**src/icd_pkg.sv**
```systemverilog
// shared types and constants of the input change event detector
// no dependencies; imported by every module of the block
package icd_pkg;

	localparam int INPUT_BITS = 8;
	localparam int PORT_BITS = 8;
	localparam int SCAN_BITS = (INPUT_BITS < PORT_BITS) ? INPUT_BITS : PORT_BITS;
	localparam int CNT_W = (SCAN_BITS > 1) ? $clog2(SCAN_BITS) : 1;
	localparam int PORT_IDX_W = $clog2(PORT_BITS);
	localparam int EV_IDX_W = 3;
	localparam int TIME_W = 32;
	localparam int ADDR_W = 5;
	localparam int DATA_W = 32;
	localparam logic [15:0] HOLDOFF_RESET = 16'd200;

	// register indexes on the config port (byte address / 4)
	typedef enum logic [2:0] {
		REG_RELAY_COUNT = 3'd0,
		REG_CUSTOM_MAPPING = 3'd1,
		REG_DIRECTION_MASK = 3'd2,
		REG_EVENTS_ENABLE = 3'd3,
		REG_HOLDOFF_MS = 3'd4
	} reg_idx_t;

	typedef enum logic [1:0] {
		ST_IDLE,
		ST_SCAN,
		ST_EMIT
	} ctrl_state_t;

	typedef struct packed {
		logic [3:0] relay_count;
		logic custom_mapping;
		logic [PORT_BITS-1:0] direction_mask;
		logic events_enable;
		logic [15:0] holdoff_ms;
	} cfg_t;

	// controller to datapath
	typedef struct packed {
		logic load;
		logic scan;
		logic emit_load;
	} cmd_t;

	// datapath to controller
	typedef struct packed {
		logic check_en;
		logic scan_last;
		logic out_free;
		logic emit_last;
	} sts_t;

endpackage

```
**src/icd_ctrl.sv**
```systemverilog
// sequencing state machine of the input change event detector
// depends on icd_pkg; drives commands into icd_datapath
module icd_ctrl (
	input  logic clk,
	input  logic arst_n,
	input  logic in_valid,
	output logic in_ready,
	input  icd_pkg::sts_t sts,
	output icd_pkg::cmd_t cmd
);
	import icd_pkg::*;

	ctrl_state_t state_q, state_d;

	always_ff @(posedge clk or negedge arst_n) begin
		if (!arst_n) begin
			state_q <= ST_IDLE;
		end else begin
			state_q <= state_d;
		end
	end

	always_comb begin
		state_d = state_q;
		case (state_q)
			ST_IDLE: begin
				if (in_valid) begin
					state_d = sts.check_en ? ST_SCAN : ST_EMIT;
				end
			end
			ST_SCAN: begin
				if (sts.scan_last) begin
					state_d = ST_EMIT;
				end
			end
			ST_EMIT: begin
				if (sts.out_free && sts.emit_last) begin
					state_d = ST_IDLE;
				end
			end
			default: state_d = ST_IDLE;
		endcase
	end

	always_comb begin
		cmd = '0;
		in_ready = 1'b0;
		case (state_q)
			ST_IDLE: begin
				in_ready = 1'b1;
				cmd.load = in_valid;
			end
			ST_SCAN: cmd.scan = 1'b1;
			ST_EMIT: cmd.emit_load = sts.out_free;
			default: ;
		endcase
	end

endmodule

```
**src/icd_datapath.sv**
```systemverilog
// status shaping, per-bit holdoff check and result register
// depends on icd_pkg; commanded by icd_ctrl
module icd_datapath (
	input  logic clk,
	input  logic arst_n,
	input  icd_pkg::cfg_t cfg,
	input  logic [icd_pkg::PORT_BITS-1:0] port_sample,
	input  logic [icd_pkg::TIME_W-1:0] now_ms,
	input  logic out_ready,
	input  icd_pkg::cmd_t cmd,
	output icd_pkg::sts_t sts,
	output logic out_valid,
	output logic [icd_pkg::PORT_BITS-1:0] input_status,
	output logic event_valid,
	output logic [icd_pkg::EV_IDX_W-1:0] event_index,
	output logic event_level,
	output logic last_result
);
	import icd_pkg::*;

	logic [PORT_BITS-1:0] prev_q, status_q, status_new, inverted;
	logic first_q;
	logic [TIME_W-1:0] now_q;
	logic [TIME_W-1:0] change_times_q [SCAN_BITS];
	logic [SCAN_BITS-1:0] qual_q, qual_rest;
	logic [CNT_W-1:0] cnt_q, low_idx;
	logic [3:0] offset;
	logic [4:0] dpos;
	logic is_input, held, bit_hit;
	logic [TIME_W-1:0] elapsed;
	logic out_valid_q;

	// shaped status of the incoming sample
	assign offset = cfg.custom_mapping ? 4'd0 : cfg.relay_count;
	assign inverted = ~port_sample;
	assign status_new = (offset >= 4'(PORT_BITS)) ? '0 : (inverted >> offset);

	// per-bit check of the scanned bit
	assign dpos = 5'(cnt_q) + 5'(offset);
	assign is_input = (dpos < 5'(PORT_BITS)) && cfg.direction_mask[dpos[PORT_IDX_W-1:0]];
	assign elapsed = now_q - change_times_q[cnt_q];
	assign held = !elapsed[TIME_W-1] && (elapsed > TIME_W'(cfg.holdoff_ms));
	assign bit_hit = is_input && (status_q[cnt_q] ^ prev_q[cnt_q]) && held;

	// lowest qualifying bit is reported first
	always_comb begin
		low_idx = '0;
		for (int i = SCAN_BITS - 1; i >= 0; i--) begin
			if (qual_q[i]) begin
				low_idx = CNT_W'(i);
			end
		end
	end
	assign qual_rest = qual_q & (qual_q - 1'b1);

	assign sts.check_en = cfg.events_enable && !first_q && (status_new != prev_q);
	assign sts.scan_last = (cnt_q == CNT_W'(SCAN_BITS - 1));
	assign sts.out_free = !out_valid_q || out_ready;
	assign sts.emit_last = (qual_rest == '0);

	// prev_q holds the previous sample's status until the last result beat is loaded
	always_ff @(posedge clk or negedge arst_n) begin
		if (!arst_n) begin
			status_q <= '0;
			prev_q <= '0;
			first_q <= 1'b1;
			qual_q <= '0;
			cnt_q <= '0;
			for (int i = 0; i < SCAN_BITS; i++) begin
				change_times_q[i] <= '0;
			end
		end else begin
			if (cmd.load) begin
				status_q <= status_new;
				prev_q <= status_q;
				first_q <= 1'b0;
				qual_q <= '0;
				cnt_q <= '0;
			end
			if (cmd.scan) begin
				cnt_q <= cnt_q + 1'b1;
				if (bit_hit) begin
					qual_q[cnt_q] <= 1'b1;
					change_times_q[cnt_q] <= now_q;
				end
			end
			if (cmd.emit_load) begin
				qual_q <= qual_rest;
				if (sts.emit_last) begin
					prev_q <= status_q;
				end
			end
		end
	end

	always_ff @(posedge clk) begin
		if (cmd.load) begin
			now_q <= now_ms;
		end
	end

	// result register
	always_ff @(posedge clk or negedge arst_n) begin
		if (!arst_n) begin
			out_valid_q <= 1'b0;
		end else if (cmd.emit_load) begin
			out_valid_q <= 1'b1;
		end else if (out_ready) begin
			out_valid_q <= 1'b0;
		end
	end

	always_ff @(posedge clk) begin
		if (cmd.emit_load) begin
			input_status <= status_q;
			event_valid <= (qual_q != '0);
			event_index <= (qual_q != '0) ? EV_IDX_W'(low_idx) : '0;
			event_level <= (qual_q != '0) ? status_q[low_idx] : 1'b0;
			last_result <= sts.emit_last;
		end
	end

	assign out_valid = out_valid_q;

endmodule

```
**src/input_change_event_detector_core.sv**
```systemverilog
// input change event detector, top level with config registers
// depends on icd_pkg, icd_ctrl and icd_datapath
// sequence: the sample is taken in idle, then all 8 bits are scanned when events are checked,
//   then one beat per reported event (a plain beat when nothing qualifies)
// sample flow: a new sample is taken only after the last result beat of the previous one;
//   the single shared holdoff compare checks one bit per cycle during the scan
// reset: config to defaults (holdoff 200 ms), status and change times to zero
module input_change_event_detector_core (
	input  logic clk,
	input  logic arst_n,
	// sample channel
	input  logic in_valid,
	output logic in_ready,
	input  logic [icd_pkg::PORT_BITS-1:0] port_sample,
	input  logic [icd_pkg::TIME_W-1:0] now_ms,
	// result channel
	output logic out_valid,
	input  logic out_ready,
	output logic [icd_pkg::PORT_BITS-1:0] input_status,
	output logic event_valid,
	output logic [icd_pkg::EV_IDX_W-1:0] event_index,
	output logic event_level,
	output logic last_result,
	// config port
	input  logic psel,
	input  logic penable,
	input  logic pwrite,
	input  logic [icd_pkg::ADDR_W-1:0] paddr,
	input  logic [icd_pkg::DATA_W-1:0] pwdata,
	output logic [icd_pkg::DATA_W-1:0] prdata,
	output logic pready
);
	import icd_pkg::*;

	cfg_t cfg_q;
	cmd_t cmd;
	sts_t sts;
	logic wr_en;
	reg_idx_t reg_idx;

	// config registers, word addressed; unknown indexes are dropped
	assign pready = 1'b1;
	assign wr_en = psel && penable && pwrite;
	assign reg_idx = reg_idx_t'(paddr[ADDR_W-1:2]);

	always_ff @(posedge clk or negedge arst_n) begin
		if (!arst_n) begin
			cfg_q.relay_count <= '0;
			cfg_q.custom_mapping <= 1'b0;
			cfg_q.direction_mask <= '0;
			cfg_q.events_enable <= 1'b0;
			cfg_q.holdoff_ms <= HOLDOFF_RESET;
		end else if (wr_en) begin
			case (reg_idx)
				REG_RELAY_COUNT: cfg_q.relay_count <= pwdata[3:0];
				REG_CUSTOM_MAPPING: cfg_q.custom_mapping <= pwdata[0];
				REG_DIRECTION_MASK: cfg_q.direction_mask <= pwdata[PORT_BITS-1:0];
				REG_EVENTS_ENABLE: cfg_q.events_enable <= pwdata[0];
				REG_HOLDOFF_MS: cfg_q.holdoff_ms <= pwdata[15:0];
				default: ;
			endcase
		end
	end

	// read mux
	always_comb begin
		prdata = '0;
		case (reg_idx)
			REG_RELAY_COUNT: prdata = DATA_W'(cfg_q.relay_count);
			REG_CUSTOM_MAPPING: prdata = DATA_W'(cfg_q.custom_mapping);
			REG_DIRECTION_MASK: prdata = DATA_W'(cfg_q.direction_mask);
			REG_EVENTS_ENABLE: prdata = DATA_W'(cfg_q.events_enable);
			REG_HOLDOFF_MS: prdata = DATA_W'(cfg_q.holdoff_ms);
			default: prdata = '0;
		endcase
	end

	// sequencer: idle -> scan (8 bits, only when events are checked) -> emit beats -> idle
	icd_ctrl u_ctrl (
		.clk(clk),
		.arst_n(arst_n),
		.in_valid(in_valid),
		.in_ready(in_ready),
		.sts(sts),
		.cmd(cmd)
	);

	// status shaping, holdoff check, change times and result register
	icd_datapath u_dp (
		.clk(clk),
		.arst_n(arst_n),
		.cfg(cfg_q),
		.port_sample(port_sample),
		.now_ms(now_ms),
		.out_ready(out_ready),
		.cmd(cmd),
		.sts(sts),
		.out_valid(out_valid),
		.input_status(input_status),
		.event_valid(event_valid),
		.event_index(event_index),
		.event_level(event_level),
		.last_result(last_result)
	);

	// a reported level is the status bit at the reported index
	a_level_matches: assert property (@(posedge clk) disable iff (!arst_n)
		out_valid && event_valid |-> input_status[event_index] == event_level)
		else $error("event level differs from status bit");

	// a plain beat always closes its sample
	a_plain_is_last: assert property (@(posedge clk) disable iff (!arst_n)
		out_valid && !event_valid |-> last_result)
		else $error("plain beat not marked last");

	// one sample at a time
	a_one_at_a_time: assert property (@(posedge clk) disable iff (!arst_n)
		in_valid && in_ready |=> !in_ready)
		else $error("sample taken while busy");

endmodule
```
**config.mk**
```make
export PLATFORM = sky130hd
export DESIGN_NAME = input_change_event_detector_core
export DESIGN_NICKNAME = d
export VERILOG_FILES = /design/src/icd_pkg.sv /design/src/icd_ctrl.sv /design/src/icd_datapath.sv /design/src/input_change_event_detector_core.sv
export SDC_FILE = /design/constraint.sdc
export NUM_CORES = 1
export LEC_CHECK = 0
export BUFFER_PORTS_ARGS = -buffer_cell sky130_fd_sc_hd__buf_4
export CAP_MARGIN = 40
export CORE_MARGIN = 2
export CORE_UTILIZATION = 55
export DETAILED_ROUTE_END_ITERATION = 12
export GPL_TIMING_DRIVEN = 0
export HOLD_SLACK_MARGIN = 0.12
export PLACE_DENSITY = 0.86
export SKIP_LAST_GASP = 1
export SLEW_MARGIN = 5
export SYNTH_ARGS = -nofsm -noshare
export SYNTH_HDL_FRONTEND = slang
export SYNTH_SLANG_ARGS = --single-unit
```
**constraint.sdc**
```tcl
create_clock -name clk -period 6.2 [get_ports clk]
set_clock_uncertainty 0.05 [all_clocks]
set_input_delay 0.93 -clock clk [delete_from_list [all_inputs] [get_ports clk]]
set_output_delay 0.93 -clock clk [all_outputs]
set_load 0.05 [all_outputs]
```
==> results of run 1 <==
## worst paths after layout
kind | start | end | slack [ns] | depth (start not counted)
max | u_dp.cnt_q[0]$_DFFE_PN0P_ | u_dp.change_times_q[153]$_DFFE_PN0P_ | -0.80 | 28
max in group asynchronous | arst_n | u_dp.change_times_q[169]$_DFFE_PN0P_ | 4.29 | 3
min in group clk | u_dp.first_q$_DFFE_PN1P_ | u_dp.first_q$_DFFE_PN1P_ | 0.46 | 1
min | arst_n | cfg_q[29]$_DFFE_PN0P_ | 0.30 | 1
max reg2reg | u_dp.cnt_q[0]$_DFFE_PN0P_ | u_dp.change_times_q[153]$_DFFE_PN0P_ | -0.80 | 28
min reg2reg | u_dp.first_q$_DFFE_PN1P_ | u_dp.first_q$_DFFE_PN1P_ | 0.46 | 1
## layout make-up
class,count,share of cell area
Multi-Input combinational cell,1067,0.404
Clock inverter,17,0.00964
Clock buffer,54,0.0434
Inverter,35,0.00537
Buffer,98,0.0450
Timing Repair Buffer,226,0.0954
Tap cell,461,0.0231
Sequential cell,363,0.374
## power groups by stage
stage          sequential (mW)  clock [mW]  combinational [mW]
6_report                  3.10        2.49                4.35
5_1_grt                   3.12        2.58                4.50
4_1_cts                   3.06        2.44                3.74
3_5_place_dp              3.10           0                3.34
3_3_place_gp              3.07           0                3.21
2_1_floorplan             3.10           0                2.24
## critical path, delay by kind of cell (launching register included)
| family | cells | cell delay [ns] |
|---|---|---|
| AO/OA/AOI/OAI | 11 | 2.34 |
| flip-flops | 1 | 0.45 |
| AND/OR/NAND/NOR | 6 | 1.28 |
| adder cells (fa/ha/maj) | 2 | 0.71 |
| XOR/XNOR | 1 | 0.30 |
| buffers and inverters | 7 | 1.33 |
| multiplexers | 1 | 0.35 |
## cells by family (layout without fill, tap and decap cells)
group | Yosys count | in the layout | share of synthesized area
AND/OR/NAND/NOR | 326 | 326 | 0.0878
adder cells (fa/ha/maj) | 58 | 58 | 0.0374
XOR/XNOR | 29 | 29 | 0.0129
buffers and inverters | 134 | 430 | 0.0392
multiplexers | 297 | 297 | 0.218
AO/OA/AOI/OAI | 340 | 340 | 0.130
flip-flops | 363 | 363 | 0.474
other | 2 | 17 | 0.000382
## sequential cells by signal, indices dropped and copies added, names as in the netlist, 2 cells and up
register             count
cfg_q                   30
u_ctrl.state_q           2
u_dp.change_times_q    256
u_dp.cnt_q               3
u_dp.event_index         3
u_dp.input_status        8
u_dp.now_q              32
u_dp.prev_q              8
u_dp.qual_q              8
u_dp.status_q            8
## cells in the final DEF (no fill, tap or decap), types with 40 or more instances in the layout
master,n
a22oi_1,83
clkbuf_16,62
nor2_1,61
nand2_1,82
and2_1,40
buf_4,179
mux2_4,248
a21oi_1,46
dfrtp_1,311
edfxtp_1,46
o21ai_0,40
ha_1,48
## per-layer routing
metal | routed length, um | share of wire
met4 | 7390 | 0.10
met2 | 30800 | 0.42
met1 | 24300 | 0.33
met3 | 10200 | 0.14
met5 | 25 | 0.00034
## repair_timing
| item | in CTS | in global routing |
|---|---|---|
| resized for setup | 181 | 82 |
| cloned | 3 | 19 |
| pin swaps | 30 | 33 |
| buffers inserted | 68 | 30 |
| endpoints found under the setup margin | 264 | 264 |
==> flow_metrics.env, run 1 <==
export IMPL_core_area_um2=35400
export IMPL_grt_max_degree=124
export IMPL_ys_seq_elements=363
export IMPL_seq_area_um2=9320
export IMPL_synth_edf_count=46
export IMPL_final_util=0.704
export IMPL_cts_tree="yes"
export IMPL_place_congestion=1.01
export IMPL_arrival_ns=7.41
export IMPL_max_cap_violations=0
export IMPL_syn_area_per_cell_um2=12.7
export IMPL_synthFlopType="dfrtp_1"
export IMPL_antenna_found_initial=2
export IMPL_die_h_um=193
export IMPL_yosysTopAreaCellShare=0.398
export IMPL_crit_required_ns=6.61
export IMPL_grt_pass1_vias=15638
export IMPL_cts_root_buf="clkbuf_16"
export IMPL_cp_start_kind="register"
export IMPL_wl_per_cell_um=31.3
export IMPL_seqPwrFrac=0.312
export IMPL_clk_path_buf_depth=3
export IMPL_cts_clk_slew_worst_paths_ns=0.07
export IMPL_htreeDepth=2
export IMPL_power_frac_comb=0.437
export IMPL_sw_frac_of_total=0.411
export IMPL_numPortBuffers=95
export IMPL_synthArstFlopShare=0.873
export IMPL_drc_errors=0
export IMPL_relSlewSlack=0.297
export IMPL_max_stage_delay_ns=0.45
export IMPL_power_switching_mw=4.09
export IMPL_final_hold_viol_count=0
export IMPL_antenna_cells=0
export IMPL_vias=16226
export IMPL_grt_pass1_wl_um=96200
export IMPL_fillerInstances=2134
export IMPL_synthTopCellsByCount="dfrtp_1, mux2_4, a22oi_1"
export IMPL_drtIter0Drc=2174
export IMPL_fin_ws_ns=-0.799
export IMPL_drive_above_1_share=0.393
export IMPL_gr_usage_met3=0.0927
export IMPL_clock_sinks=363
export IMPL_min_period_ns=7.00
export IMPL_initial_core_util=0.556
export IMPL_multiInputGateArea_um2=10100
export IMPL_tightest_slew_ns=1.05
export IMPL_status="finished, violations left"
export IMPL_grt_busiest_layer="met2"
export IMPL_hold_ws_ns=0.298
export IMPL_yosysSeqAreaShare=0.474
export IMPL_dp_cells=2140
export IMPL_grt_overflow_total=0
export IMPL_dieArea_um2=37300
export IMPL_cp_max_fo=9
export IMPL_die_w_um=193
export IMPL_gr_usage_all_layers=0.346
export IMPL_critPathCaptureType="register"
export IMPL_rsz0062_at_grt="yes"
export IMPL_fmax_mhz=143
export IMPL_clkLatencyLatePin_ns=0.58
export IMPL_powerDensity_nw_per_um2=399
export IMPL_clock_power_share=0.251
export IMPL_final_setup_viol_count=264
export IMPL_grtUsageMet1=0.437
export IMPL_violations="negative setup slack"
export IMPL_synth_area_leader_cell="dfrtp_1"
export IMPL_ant_nets=0
export IMPL_final_cell_area_um2=24900
export IMPL_hp_class="primary input to asynchronous set/reset pin"
export IMPL_yosysWarnings=0
export IMPL_crit_type="register to register"
export IMPL_final_nets=1970
export IMPL_use_met2=0.521
export IMPL_synth_area_um2=19700
export IMPL_core_rowCount=69
export IMPL_p_leak_nw=12.2
export IMPL_synth_distinct_cells=89
export IMPL_cts_buffers=39
export IMPL_post_route_period_util=1.13
export IMPL_syn_to_final_growth_pct=26.7
export IMPL_slew_violations=0
export IMPL_via_per_inst=6.99
export IMPL_cpMaxStageDelayCell="dfrtp_2"
export IMPL_instances_no_fill=2321
export IMPL_setup_tns_ns=-178.47
export IMPL_yosysMostFrequentCell="dfrtp_1"
export IMPL_preCtsSetupSlack_ns=-2.01
export IMPL_internal_power_mw=5.86
export IMPL_post_dp_cell_area_um2=21300
export IMPL_wl_um=72600
export IMPL_cts_hold_buffers_added=0
export IMPL_ys_top_cells_by_area="dfrtp_1, mux2_4, edfxtp_1, ha_1, a22oi_1"
export IMPL_totalPowerFinal_mw=9.94
export IMPL_pin_count=133
export IMPL_peakVddDrop_mv=0.376
export IMPL_netlist_instances=1549
export IMPL_dr_pass1_iters=7
export IMPL_place_detailed_hpwl_um=38300
No activity file was read; power rests on OpenSTA's default activity.
==> run 2: changes to the inputs <==
--- a/config.mk
+++ b/config.mk
@@ -5,16 +5,18 @@
 export SDC_FILE = /design/constraint.sdc
 export NUM_CORES = 1
 export LEC_CHECK = 0
+export ABC_AREA = 1
 export BUFFER_PORTS_ARGS = -buffer_cell sky130_fd_sc_hd__buf_4
 export CAP_MARGIN = 40
 export CORE_MARGIN = 2
-export CORE_UTILIZATION = 55
+export CORE_UTILIZATION = 56
+export CTS_BUF_LIST = sky130_fd_sc_hd__clkbuf_16
 export DETAILED_ROUTE_END_ITERATION = 12
 export GPL_TIMING_DRIVEN = 0
 export HOLD_SLACK_MARGIN = 0.12
-export PLACE_DENSITY = 0.86
+export PLACE_DENSITY = 0.87
 export SKIP_LAST_GASP = 1
-export SLEW_MARGIN = 5
+export SLEW_MARGIN = 20
 export SYNTH_ARGS = -nofsm -noshare
 export SYNTH_HDL_FRONTEND = slang
 export SYNTH_SLANG_ARGS = --single-unit
==> flow_metrics.env, run 2 <==
export IMPL_pin_count=133
export IMPL_post_route_period_util=0.957
export IMPL_tightest_slew_ns=0.855
export IMPL_synthTopCellsByCount="nand2_1, dfrtp_1, nand4_1"
export IMPL_synthArstFlopShare=0.873
export IMPL_antenna_found_initial=0
export IMPL_wl_um=69100
export IMPL_vias=20234
export IMPL_instances_no_fill=3246
export IMPL_die_h_um=196
export IMPL_largestRegisters="u_dp.change_times_q: 256 flops, u_dp.now_q: 32 flops, cfg_q: 30 flops"
export IMPL_grt_pass1_vias=19289
export IMPL_synth_distinct_cells=52
export IMPL_use_met2=0.549
export IMPL_dr_pass1_iters=6
export IMPL_grt_max_degree=89
export IMPL_crit_required_ns=6.66
export IMPL_cts_clk_slew_worst_paths_ns=0.06
export IMPL_crit_top_cell="nand2_1"
export IMPL_clk_path_buf_depth=3
export IMPL_final_setup_viol_count=0
export IMPL_arrival_ns=6.40
export IMPL_cpMaxStageDelayCell="dfrtp_2"
export IMPL_dieArea_um2=38200
export IMPL_syn_to_final_growth_pct=13.7
export IMPL_sw_frac_of_total=0.352
export IMPL_netlist_instances=2591
export IMPL_drc_errors=0
export IMPL_seqPwrFrac=0.401
export IMPL_numPortBuffers=97
export IMPL_yosysWarnings=0
export IMPL_clkLatencyLatePin_ns=0.61
export IMPL_setup_tns_ns=0
export IMPL_critPathCaptureType="register"
export IMPL_final_common_cell="nand2_1"
export IMPL_final_hold_viol_count=0
export IMPL_yosysMostFrequentCell="nand2_1"
export IMPL_ant_nets=0
export IMPL_crit_type="register to register"
export IMPL_dp_cells=3174
export IMPL_synth_area_leader_cell="dfrtp_1"
export IMPL_initial_core_util=0.565
export IMPL_largest_reg_flops=256
export IMPL_p_leak_nw=12.3
export IMPL_powerDensity_nw_per_um2=297
export IMPL_fmax_mhz=169
export IMPL_slew_violations=0
export IMPL_cp_start_kind="register"
export IMPL_cts_root_buf="clkbuf_16"
export IMPL_final_nets=2887
export IMPL_yosysSeqAreaShare=0.454
export IMPL_clock_power_share=0.345
export IMPL_core_area_um2=36300
export IMPL_synthFlopType="dfrtp_1"
export IMPL_relSlewSlack=0.430
export IMPL_peakVddDrop_mv=0.221
export IMPL_gr_usage_met3=0.0962
export IMPL_max_cap_violations=0
export IMPL_drive_above_1_share=0.128
export IMPL_gr_usage_all_layers=0.360
export IMPL_place_detailed_hpwl_um=48800
export IMPL_cts_buffers=40
export IMPL_core_rowCount=70
export IMPL_grt_busiest_layer="met2"
export IMPL_grtUsageMet1=0.460
export IMPL_power_frac_comb=0.254
export IMPL_antenna_cells=0
export IMPL_final_cell_area_um2=23400
export IMPL_internal_power_mw=4.50
export IMPL_hp_class="primary input to asynchronous set/reset pin"
export IMPL_yosysTopAreaCellShare=0.381
export IMPL_cp_max_fo=11
export IMPL_grt_overflow_total=0
export IMPL_final_util=0.643
export IMPL_ys_seq_elements=363
export IMPL_clock_sinks=363
export IMPL_cts_tree="yes"
export IMPL_post_dp_cell_area_um2=22000
export IMPL_syn_area_per_cell_um2=7.93
export IMPL_totalPowerFinal_mw=6.95
export IMPL_via_per_inst=6.23
export IMPL_drtIter0Drc=2758
export IMPL_fillerInstances=2980
export IMPL_power_switching_mw=2.44
export IMPL_synth_area_um2=20500
export IMPL_max_stage_delay_ns=0.49
export IMPL_min_period_ns=5.93
export IMPL_regMostFlops="u_dp.change_times_q"
export IMPL_ys_top_cells_by_area="dfrtp_1, nand2_1, nand4_1, edfxtp_1, inv_1"
export IMPL_layout_cells_most_common_list="nand2_1, dfrtp_1, nand4_1, inv_1, buf_4"
export IMPL_synth_edf_count=46
export IMPL_place_congestion=1.01
export IMPL_status="completed"
export IMPL_htreeDepth=2
export IMPL_wl_per_cell_um=21.3
export IMPL_grt_pass1_wl_um=107000
export IMPL_die_w_um=196
## run 2: changes by cell type after synthesis, moves of 25 or more
cell,delta
buf_6,+26
a22oi_1,-47
and3_1,-28
nor2_1,+45
nand4_1,+286
clkbuf_2,+28
nand2_1,+849
mux2_4,-232
buf_1,+25
inv_1,+202
mux2_2,-47
o21ai_0,+31
and2_1,-39
nand3_1,+40
## run 2: per-layer routing
layer  vias up  share of wire
met2      1489           0.44
met5         -              0
met1      9501           0.37
met4         0          0.068
li1       8915              -
met3       329           0.13
## run 2: final timing paths
kind                                           startpoint                                   end  slack, ns  cells after the start
max in group asynchronous                          arst_n  u_dp.change_times_q[148]$_DFFE_PN0P_       4.20                      4
worst min-delay path                               arst_n                  cfg_q[0]$_DFFE_PN0P_       0.23                      1
worst min register to register   u_dp.first_q$_DFFE_PN1P_              u_dp.first_q$_DFFE_PN1P_       0.39                      2
worst max-delay path            u_dp.cnt_q[1]$_DFFE_PN0P_  u_dp.change_times_q[148]$_DFFE_PN0P_       0.27                     32
worst max register to register  u_dp.cnt_q[1]$_DFFE_PN0P_  u_dp.change_times_q[148]$_DFFE_PN0P_       0.27                     32
min in group clk                 u_dp.first_q$_DFFE_PN1P_              u_dp.first_q$_DFFE_PN1P_       0.39                      2
## run 2: kinds of logic after synthesis
| kind of cell | Yosys count | share of synthesized area |
|---|---|---|
| flip-flops | 363 | 0.454 |
| other | 2 | 0.000365 |
| buffers and inverters | 451 | 0.110 |
| XOR/XNOR | 24 | 0.0102 |
| AND/OR/NAND/NOR | 1433 | 0.310 |
| AO/OA/AOI/OAI | 262 | 0.0810 |
| adder cells (fa/ha/maj) | 56 | 0.0348 |
## run 2: critical path, delay by kind of cell, from the launching register on
| family | cells | cell delay (ns) |
|---|---|---|
| adder cells (fa/ha/maj) | 2 | 0.81 |
| AND/OR/NAND/NOR | 21 | 2.29 |
| flip-flops | 1 | 0.49 |
| XOR/XNOR | 1 | 0.18 |
| buffers and inverters | 7 | 1.97 |
| AO/OA/AOI/OAI | 1 | 0.06 |
## run 2: final cells by class
class | instances | area (um^2) | area share
tap | 468 | 586 | 0.0251
inverter | 255 | 961 | 0.0411
buffer | 191 | 1320 | 0.0565
timing repair buffer | 104 | 850 | 0.0364
clock buffer | 42 | 1050 | 0.0450
sequential | 363 | 9320 | 0.399
clock inverter | 31 | 240 | 0.0103
multi-input combinational | 1792 | 9030 | 0.387
## run 2: what timing repair did
item                       in CTS  in global routing
hold buffers                    0                  0
pin swaps                       0                  0
buffers inserted                0                  2
gates resized for setup        12                 32
gates cloned                    0                  0
setup endpoints to repair     264                264
## run 2: stage by stage
stage | hold slack, ns | worst slack, ns
after floorplan | 0.374 | 1.52
after global placement | 0.380 | -0.795
after detailed placement | 0.385 | -0.875
after CTS | 0.259 | 0.0199
after global routing | 0.275 | -0.00501
final | 0.232 | 0.267
## run 2: power groups by stage
stage / Sequential (mW) / Combinational, mW / Clock (mW)
floorplan: 2.91 / 1.03 / 0
global placement: 2.82 / 1.65 / 0
detailed placement: 2.82 / 1.70 / 0
CTS: 2.78 / 1.72 / 2.39
global route: 2.80 / 1.92 / 2.49
finish: 2.79 / 1.76 / 2.40
